`config.mk`:
```
export PLATFORM = sky130hd
export DESIGN_NAME = pack_index_entry_parser
export DESIGN_NICKNAME = d
export VERILOG_FILES = /design/src/rtl/piep_pkg.sv /design/src/rtl/pack_index_entry_parser.sv
export VERILOG_INCLUDE_DIRS = /design/src /design/src/rtl
export SDC_FILE = /design/constraint.sdc
export NUM_CORES = 2
export LEC_CHECK = 0
export CAP_MARGIN = 10
export CORE_UTILIZATION = 57
export CTS_CLUSTER_SIZE = 20
export DETAILED_ROUTE_END_ITERATION = 7
export DONT_BUFFER_PORTS = 1
export GPL_TIMING_DRIVEN = 0
export PLACE_DENSITY_LB_ADDON = 0.1
export SLEW_MARGIN = 25
export SYNTH_ARGS = -nofsm -noshare
export SYNTH_HDL_FRONTEND = slang
export SYNTH_SLANG_ARGS = --single-unit
```
`constraint.sdc`:
```
create_clock -name clk -period 3.5 [get_ports clk]
set_input_delay 0.175 -clock clk [delete_from_list [all_inputs] [get_ports clk]]
set_output_delay 0.175 -clock clk [all_outputs]
set_load 0.01 [all_outputs]
```
`src/rtl/pack_index_entry_parser_macros.svh`:
```
`ifndef PACK_INDEX_ENTRY_PARSER_MACROS_SVH
`define PACK_INDEX_ENTRY_PARSER_MACROS_SVH

// concurrent check that a condition holds at every clock edge outside reset
`define PIEP_ASSERT_ALWAYS(label, clk, rst, cond) \
  label: assert property (@(posedge clk) disable iff (rst) (cond)) \
    else $error("piep check failed");

// concurrent check of an implication property outside reset
`define PIEP_ASSERT_PROP(label, clk, rst, prop) \
  label: assert property (@(posedge clk) disable iff (rst) prop) \
    else $error("piep property failed");

`endif

```
`src/rtl/piep_pkg.sv`:
```
package piep_pkg;

  localparam int QUEUE_DEPTH = 4;
  localparam int QUEUE_AW    = $clog2(QUEUE_DEPTH);
  localparam int QUEUE_CW    = $clog2(QUEUE_DEPTH + 1);

  localparam logic [23:0] MAX_ENTRIES_RESET = 24'd1000000;

  // record_status codes
  localparam logic [1:0] REC_ENTRY   = 2'd0;
  localparam logic [1:0] REC_SUCCESS = 2'd1;
  localparam logic [1:0] REC_INVALID = 2'd2;
  localparam logic [1:0] REC_CORRUPT = 2'd3;

  // parse outcome codes
  localparam logic [1:0] OUTCOME_BUSY    = 2'd0;
  localparam logic [1:0] OUTCOME_SUCCESS = 2'd1;
  localparam logic [1:0] OUTCOME_CORRUPT = 2'd3;

  typedef enum logic [10:0] {
    STEP_COUNT = 11'b000_0000_0001,
    STEP_PACK  = 11'b000_0000_0010,
    STEP_POS   = 11'b000_0000_0100,
    STEP_SSIZE = 11'b000_0000_1000,
    STEP_SCRC  = 11'b000_0001_0000,
    STEP_CTYPE = 11'b000_0010_0000,
    STEP_CODE  = 11'b000_0100_0000,
    STEP_OSIZE = 11'b000_1000_0000,
    STEP_OCRC  = 11'b001_0000_0000,
    STEP_NAME  = 11'b010_0000_0000,
    STEP_IDLE  = 11'b100_0000_0000
  } piep_step_t;

  typedef struct packed {
    logic [7:0] data_byte;
    logic       final_byte;
  } piep_in_t;

  typedef struct packed {
    logic [1:0]  record_status;
    logic [31:0] pack_index;
    logic [31:0] position;
    logic [31:0] stored_size;
    logic [31:0] stored_crc;
    logic [31:0] compress_type;
    logic [31:0] code_type;
    logic [31:0] original_size;
    logic [31:0] original_crc;
    logic [31:0] name_crc;
    logic [51:0] total_bytes;
    logic        last;
  } piep_out_t;

endpackage

```
`src/rtl/pack_index_entry_parser.sv`:
```
// Pack index parser: takes the index buffer one byte per beat (final_byte on
// the last), builds little-endian words, reads the entry count and then the
// variable-length entries, and emits one record per finished entry followed
// by a status record (last = 1) on the final byte. An error status (invalid
// format or corrupted) tells downstream to drop the entry records already
// seen. One byte is taken per cycle while byte_ready is high; all parsing sits
// between the field state registers and a four-deep result queue. A byte that
// both ends an entry and ends the buffer pushes two records, and byte_ready is
// low while the queue holds more than two records, so the sustained rate is
// one byte per cycle whenever record_ready stays high. No clearing pass after
// reset. The user must write max_entries through cfg_we/cfg_wdata only while idle; the block does not enforce it.
`include "pack_index_entry_parser_macros.svh"

module pack_index_entry_parser
  import piep_pkg::*;
(
  input  logic        clk,
  input  logic        rst,
  input  logic        cfg_we,
  input  logic [23:0] cfg_wdata,
  input  logic        byte_valid,
  output logic        byte_ready,
  input  piep_in_t    byte_data,
  output logic        record_valid,
  input  logic        record_ready,
  output piep_out_t   record
);

  logic [23:0]  max_entries;
  logic [23:0]  word_shift, word_shift_next;
  logic [1:0]   byte_in_word, byte_in_word_next;
  piep_step_t   field_step, field_step_next;
  logic [23:0]  entries_left, entries_left_next;
  logic [31:0]  entry_fields [8];
  logic [31:0]  entry_fields_next [8];
  logic [51:0]  running_total, running_total_next;
  logic [1:0]   parse_outcome, parse_outcome_next;

  logic         accept;
  logic [31:0]  word;
  logic [52:0]  total_sum;
  logic         ent_push, stat_push;
  piep_out_t    ent_rec, stat_rec;

  piep_out_t             queue [QUEUE_DEPTH];
  logic [QUEUE_AW-1:0]   wr_ptr, rd_ptr, stat_addr;
  logic [QUEUE_CW-1:0]   q_count;
  logic [1:0]            push_n;
  logic                  pop;

  assign accept    = byte_valid & byte_ready;
  assign word      = {byte_data.data_byte, word_shift};
  assign total_sum = {1'b0, running_total} + {21'b0, entry_fields[6]};

  always_comb begin
    word_shift_next    = word_shift;
    byte_in_word_next  = byte_in_word;
    field_step_next    = field_step;
    entries_left_next  = entries_left;
    entry_fields_next  = entry_fields;
    running_total_next = running_total;
    parse_outcome_next = parse_outcome;
    ent_push           = 1'b0;
    stat_push          = 1'b0;
    ent_rec            = '0;
    stat_rec           = '0;

    if (accept) begin
      if (field_step != STEP_IDLE) begin
        if (byte_in_word == 2'd3) begin
          byte_in_word_next = 2'd0;
          unique case (field_step)
            STEP_COUNT: begin
              if (word > {8'b0, max_entries}) begin
                parse_outcome_next = OUTCOME_CORRUPT;
                field_step_next    = STEP_IDLE;
              end else if (word == 32'd0) begin
                parse_outcome_next = OUTCOME_SUCCESS;
                field_step_next    = STEP_IDLE;
              end else begin
                entries_left_next = word[23:0];
                field_step_next   = STEP_PACK;
              end
            end
            STEP_PACK: begin
              entry_fields_next[0] = word;
              if (word != 32'd0) begin
                field_step_next = STEP_POS;
              end else begin
                entry_fields_next[1] = 32'd0;
                field_step_next      = STEP_SSIZE;
              end
            end
            STEP_POS: begin
              entry_fields_next[1] = word;
              field_step_next      = STEP_SSIZE;
            end
            STEP_SSIZE: begin
              entry_fields_next[2] = word;
              field_step_next      = STEP_SCRC;
            end
            STEP_SCRC: begin
              entry_fields_next[3] = word;
              field_step_next      = STEP_CTYPE;
            end
            STEP_CTYPE: begin
              entry_fields_next[4] = word;
              field_step_next      = STEP_CODE;
            end
            STEP_CODE: begin
              entry_fields_next[5] = word;
              if ((entry_fields[4] | word) != 32'd0) begin
                field_step_next = STEP_OSIZE;
              end else begin
                entry_fields_next[6] = entry_fields[2];
                entry_fields_next[7] = entry_fields[3];
                field_step_next      = STEP_NAME;
              end
            end
            STEP_OSIZE: begin
              entry_fields_next[6] = word;
              field_step_next      = STEP_OCRC;
            end
            STEP_OCRC: begin
              entry_fields_next[7] = word;
              field_step_next      = STEP_NAME;
            end
            STEP_NAME: begin
              running_total_next     = total_sum[52] ? '1 : total_sum[51:0];
              ent_push               = 1'b1;
              ent_rec.record_status  = REC_ENTRY;
              ent_rec.pack_index     = entry_fields[0];
              ent_rec.position       = entry_fields[1];
              ent_rec.stored_size    = entry_fields[2];
              ent_rec.stored_crc     = entry_fields[3];
              ent_rec.compress_type  = entry_fields[4];
              ent_rec.code_type      = entry_fields[5];
              ent_rec.original_size  = entry_fields[6];
              ent_rec.original_crc   = entry_fields[7];
              ent_rec.name_crc       = word;
              ent_rec.total_bytes    = running_total_next;
              ent_rec.last           = 1'b0;
              entries_left_next      = entries_left - 24'd1;
              if (entries_left == 24'd1) begin
                parse_outcome_next = OUTCOME_SUCCESS;
                field_step_next    = STEP_IDLE;
              end else begin
                field_step_next = STEP_PACK;
              end
            end
            STEP_IDLE: field_step_next = STEP_IDLE;
            default:   field_step_next = STEP_IDLE;
          endcase
        end else begin
          case (byte_in_word)
            2'd0:    word_shift_next[7:0]   = byte_data.data_byte;
            2'd1:    word_shift_next[15:8]  = byte_data.data_byte;
            default: word_shift_next[23:16] = byte_data.data_byte;
          endcase
          byte_in_word_next = byte_in_word + 2'd1;
        end
      end

      if (byte_data.final_byte) begin
        stat_push     = 1'b1;
        stat_rec.last = 1'b1;
        if (parse_outcome_next == OUTCOME_SUCCESS) begin
          stat_rec.record_status = REC_SUCCESS;
          stat_rec.total_bytes   = running_total_next;
        end else if (parse_outcome_next == OUTCOME_CORRUPT) begin
          stat_rec.record_status = REC_CORRUPT;
        end else if (field_step_next == STEP_COUNT) begin
          stat_rec.record_status = REC_INVALID;
        end else begin
          stat_rec.record_status = REC_CORRUPT;
        end
        // next beat starts a new buffer
        word_shift_next    = '0;
        byte_in_word_next  = 2'd0;
        field_step_next    = STEP_COUNT;
        entries_left_next  = '0;
        running_total_next = '0;
        parse_outcome_next = OUTCOME_BUSY;
      end
    end
  end

  always_ff @(posedge clk) begin
    if (rst) begin
      max_entries   <= MAX_ENTRIES_RESET;
      word_shift    <= '0;
      byte_in_word  <= 2'd0;
      field_step    <= STEP_COUNT;
      entries_left  <= '0;
      running_total <= '0;
      parse_outcome <= OUTCOME_BUSY;
    end else begin
      if (cfg_we) begin
        max_entries <= cfg_wdata;
      end
      word_shift    <= word_shift_next;
      byte_in_word  <= byte_in_word_next;
      field_step    <= field_step_next;
      entries_left  <= entries_left_next;
      running_total <= running_total_next;
      parse_outcome <= parse_outcome_next;
    end
  end

  always_ff @(posedge clk) begin
    entry_fields <= entry_fields_next;
  end

  // result queue
  assign push_n       = {1'b0, ent_push} + {1'b0, stat_push};
  assign pop          = record_valid & record_ready;
  assign record_valid = (q_count != '0);
  assign record       = queue[rd_ptr];
  assign byte_ready   = (q_count <= QUEUE_CW'(QUEUE_DEPTH - 2));
  assign stat_addr    = ent_push ? (wr_ptr + QUEUE_AW'(1)) : wr_ptr;

  always_ff @(posedge clk) begin
    if (rst) begin
      wr_ptr  <= '0;
      rd_ptr  <= '0;
      q_count <= '0;
    end else begin
      wr_ptr  <= wr_ptr + QUEUE_AW'(push_n);
      rd_ptr  <= rd_ptr + QUEUE_AW'(pop);
      q_count <= q_count + QUEUE_CW'(push_n) - QUEUE_CW'(pop);
    end
  end

  always_ff @(posedge clk) begin
    if (ent_push) begin
      queue[wr_ptr] <= ent_rec;
    end
    if (stat_push) begin
      queue[stat_addr] <= stat_rec;
    end
  end

  `PIEP_ASSERT_ALWAYS(a_queue_bound, clk, rst, q_count <= QUEUE_CW'(QUEUE_DEPTH))
  `PIEP_ASSERT_PROP(a_queue_hold, clk, rst, (!accept && !pop) |=> $stable(q_count))
  `PIEP_ASSERT_PROP(a_final_clears, clk, rst, (accept && byte_data.final_byte) |=> (field_step == STEP_COUNT && byte_in_word == 2'd0 && running_total == '0))
  `PIEP_ASSERT_PROP(a_idle_outcome, clk, rst, (field_step == STEP_IDLE) |-> (parse_outcome != OUTCOME_BUSY))
  `PIEP_ASSERT_PROP(a_last_is_status, clk, rst, (record_valid && record.last) |-> (record.record_status != REC_ENTRY))

endmodule

```
==> results list <==
- Status: finished with violations
- Violations in the final reports: setup timing
- Starting density of the core: 0.576
- The tree is rooted in a clkbuf_16.
- Final min period: 3.65 ns
- Data on the critical path is required at its endpoint by 4.01 ns.
- Clock latency at the later pin of the worst-skew pair: 0.84 ns
* CTS H-tree depth: 4
- Mapped Area: 75800 um2
* Share of final-layout standard cells stronger than drive strength 1: 0.160
* Die span in y: 367 um
- Critical path endpoint category: flop
* Iteration count of the initial detailed-routing pass: 7
- Power density over the cells: 520 nW/um2
* Post-synthesis to final-layout area growth: 16.7%
* Setup slack after placement: -1.72 ns
- The first global-routing pass estimated 417000 um of wire.
* Period utilization: 1.04
* Final-report max-slew violation count: 0
- DRC: 0
- The via count of the first global-routing pass came to 61528.
- Leaving out fill and tap cells, the most frequent cell in the layout is nand2_1.
- Proportion of synthesized chip area in sequential cells: 0.531
* Setup skew after layout: 0.0329 ns
- The synthesized design contains 1774 register bits.
- For this design the top-level I/O count stands at 383.
- Primary FF master, synth: dfxtp_1
* Worst reg2reg path depth: 10
- Critical path startpoint category: flop
* Worst IR drop on VDD: 0.000518 V
* Number of cells on the worst hold path: 3
- After layout, the worst setup slack is -0.148 ns.
- STA puts the critical path data arrival time at 4.16 ns.
* Maximum number of buffers from clock root to sink: 3
* Number of max-cap violations: 0
* Area of the die: 134000 um2
* Syn Area/Cell: 9.42 um2
* Detailed Route WL: 291000 um
* Placer congestion estimate: 0.997
* Final hold vios: 0
* Net count reported at finish: 8538
- From left edge to right edge, the die measures 367 um.
* Register clock-pin slew on the reported worst setup and hold paths: 0.06 ns
* Port buffer count: 0
* Post-synthesis instance total: 8050
- Setup repair after global routing missed its margin: yes
* Post-synthesis cell type count: 101
- Detailed-route via count: 66511
- Top cells by area, synth: dfxtp_1, edfxtp_1, nand2_1
- Path type of the worst min-delay path: input pin to flop
* GRT Resource Usage Total: 0.421
- Count of warnings emitted by yosys: 0
- The critical path is of the flop to flop type.
* Maximum clock frequency: 0.274 GHz
* Cell taking the most area after synthesis: dfxtp_1
* Antenna violations before repair: 39
- When the netlist entered floorplanning its net count stood at 8161.
* Number of placement rows: 133
* Final ANT Viol Nets: 0
* Most used cells in the layout excluding fill and tap cells: nand2_1, a21oi_1, dfxtp_1
- Least-Margin Pin Slew: 1.17 ns
- Pleak: 30.2 nW
- Yosys mapped a number of flops with a built-in enable equal to 476.
- In the synthesized netlist the async set-or-reset flop fraction comes to 0.
* Non-filler cells, final: 10372
* Fin Setup TNS: -6.55 ns
* Vias per std cell: 6.41
* Worst hold slack across all endpoints: 0.0801 ns
- Largest driver fanout on the critical path: 30
- After detailed placement, the design holds a cell count of 9832.
* Count of routing violations after the opening detailed-route iteration: 9462
* Slew Limit Headroom: 0.219
- Clock tree from TritonCTS: built
* FILL cells: 10238
- Core area: 132000 um2
- DPL Wire Length: 200000 um
- Inserted Clock Buffers: 181
* Pin count of the biggest net entering global routing: 33
* Final total power: 0.0460 W
- In the final routed layout, each cell accounts on average for 28.1 um.
- Yosys top cell area share: 0.343
- # clock sinks: 1774
- Count of final setup violators: 109
- For this run the aggregate overflow at the end of global routing stands at 0.
## cells in the mapped netlist (6+ instances only)
master and instances:
nand2_1 2674, dfxtp_1 1298, a21oi_1 1297, clkbuf_1 504, edfxtp_1 476, mux4_2 343, nor2_1 217, o21ai_0 152
o21ai_1 127, buf_1 71, ha_1 71, inv_1 62, and2_1 56, nand3_1 51, buf_2 40, nor3_1 40
mux2_2 32, nor4_1 32, a22oi_1 30, a21o_1 27, a211o_1 24, a2bb2oi_1 24, mux2i_1 24, xnor2_1 22
buf_6 20, o211ai_1 20, nand4_1 19, o22ai_1 19, nand2b_1 17, a31oi_1 15, or3_1 15, and3_1 14
xor2_1 14, a211oi_1 13, o21a_1 13, o32ai_1 11, nor2b_1 10, o21bai_1 10, nor2_2 9, o2111ai_1 7
a22o_1 6
## worst max-delay path, stage by stage, from the launching register on
cell and delay, ns:
dfxtp_1 0.40, ha_1 0.31, clkbuf_2 0.32, nand2_1 0.20, nor2_2 0.39, nand2_1 0.13
clkbuf_4 0.31, clkbuf_8 0.30, clkbuf_2 0.36, nand2_8 0.29, buf_12 0.26
## metal layers
metal	global-route usage	wire length (um)	vias up
li1	-	-	28767
met1	0.550	105000	32231
met4	0.262	20300	30
met2	0.617	126000	4570
met3	0.119	39200	913
met5	0	203	-
## stage by stage
stage                      util  instance area, um2
after floorplan               -               75800
after global placement    0.593               78000
after detailed placement  0.598               78800
after CTS                 0.662               87100
after global routing      0.672               88400
final                     0.672               88500
## state kept, by name, summed over array words and instances, names as in the netlist
register       cells
wr_ptr             2
entries_left      24
queue           1372
byte_in_word       2
max_entries       24
rd_ptr             2
field_step        11
entry_fields     256
parse_outcome      2
word_shift        24
running_total     52
q_count            3
## layout make-up
cell class,count,area [um2],area share
antenna,33,82.6,0.000933
buffer,627,3390,0.0384
clock buffer,258,5110,0.0578
clock inverter,82,917,0.0104
inverter,67,258,0.00291
multi-input combinational,5570,33900,0.383
sequential,1774,40400,0.456
tap,1755,2200,0.0248
timing repair buffer,206,2270,0.0257
## path summary, 6_finish.rpt
path | start | endpoint | slack, ns
worst max-delay path | byte_in_word[0]$_SDFFE_PP0P_ | queue[0][17]$_DFFE_PP_ | -0.15
worst min-delay path | cfg_wdata[12] | max_entries[12]$_SDFFE_PP0P_ | 0.08
worst max register to register | byte_in_word[0]$_SDFFE_PP0P_ | queue[0][17]$_DFFE_PP_ | -0.15
worst min register to register | queue[2][88]$_SDFFE_PP0P_ | queue[2][88]$_SDFFE_PP0P_ | 0.45
## cells by family (layout without fill, tap and decap cells)
kind of cell	Yosys count	after routing	share of synthesized area
compound gates	1855	1855	0.135
xor+xnor	36	36	0.00416
fa+ha+maj	73	73	0.0122
buf+inv	707	1240	0.0379
flops	1774	1774	0.531
mux	399	399	0.110
other cells	0	33	0
simple gates	3206	3207	0.170
## where the power goes
group	leakage (nW)	switching (W)	total (W)	internal (W)
combinational	12.7	0.00310	0.00488	0.00179
clock	2.95	0.00853	0.0198	0.0113
sequential	14.5	0.000128	0.0213	0.0211
## what timing repair did
item | CTS | global route
pin swaps | 42 | 62
endpoints found under the setup margin | 2098 | 1425
setup buffers | 66 | 63
resized for setup | 399 | 389
hold endpoints to repair | 93 | 0
hold buffers | 47 | 0
gates cloned | 4 | 1
(Power assumes the default switching activity.)
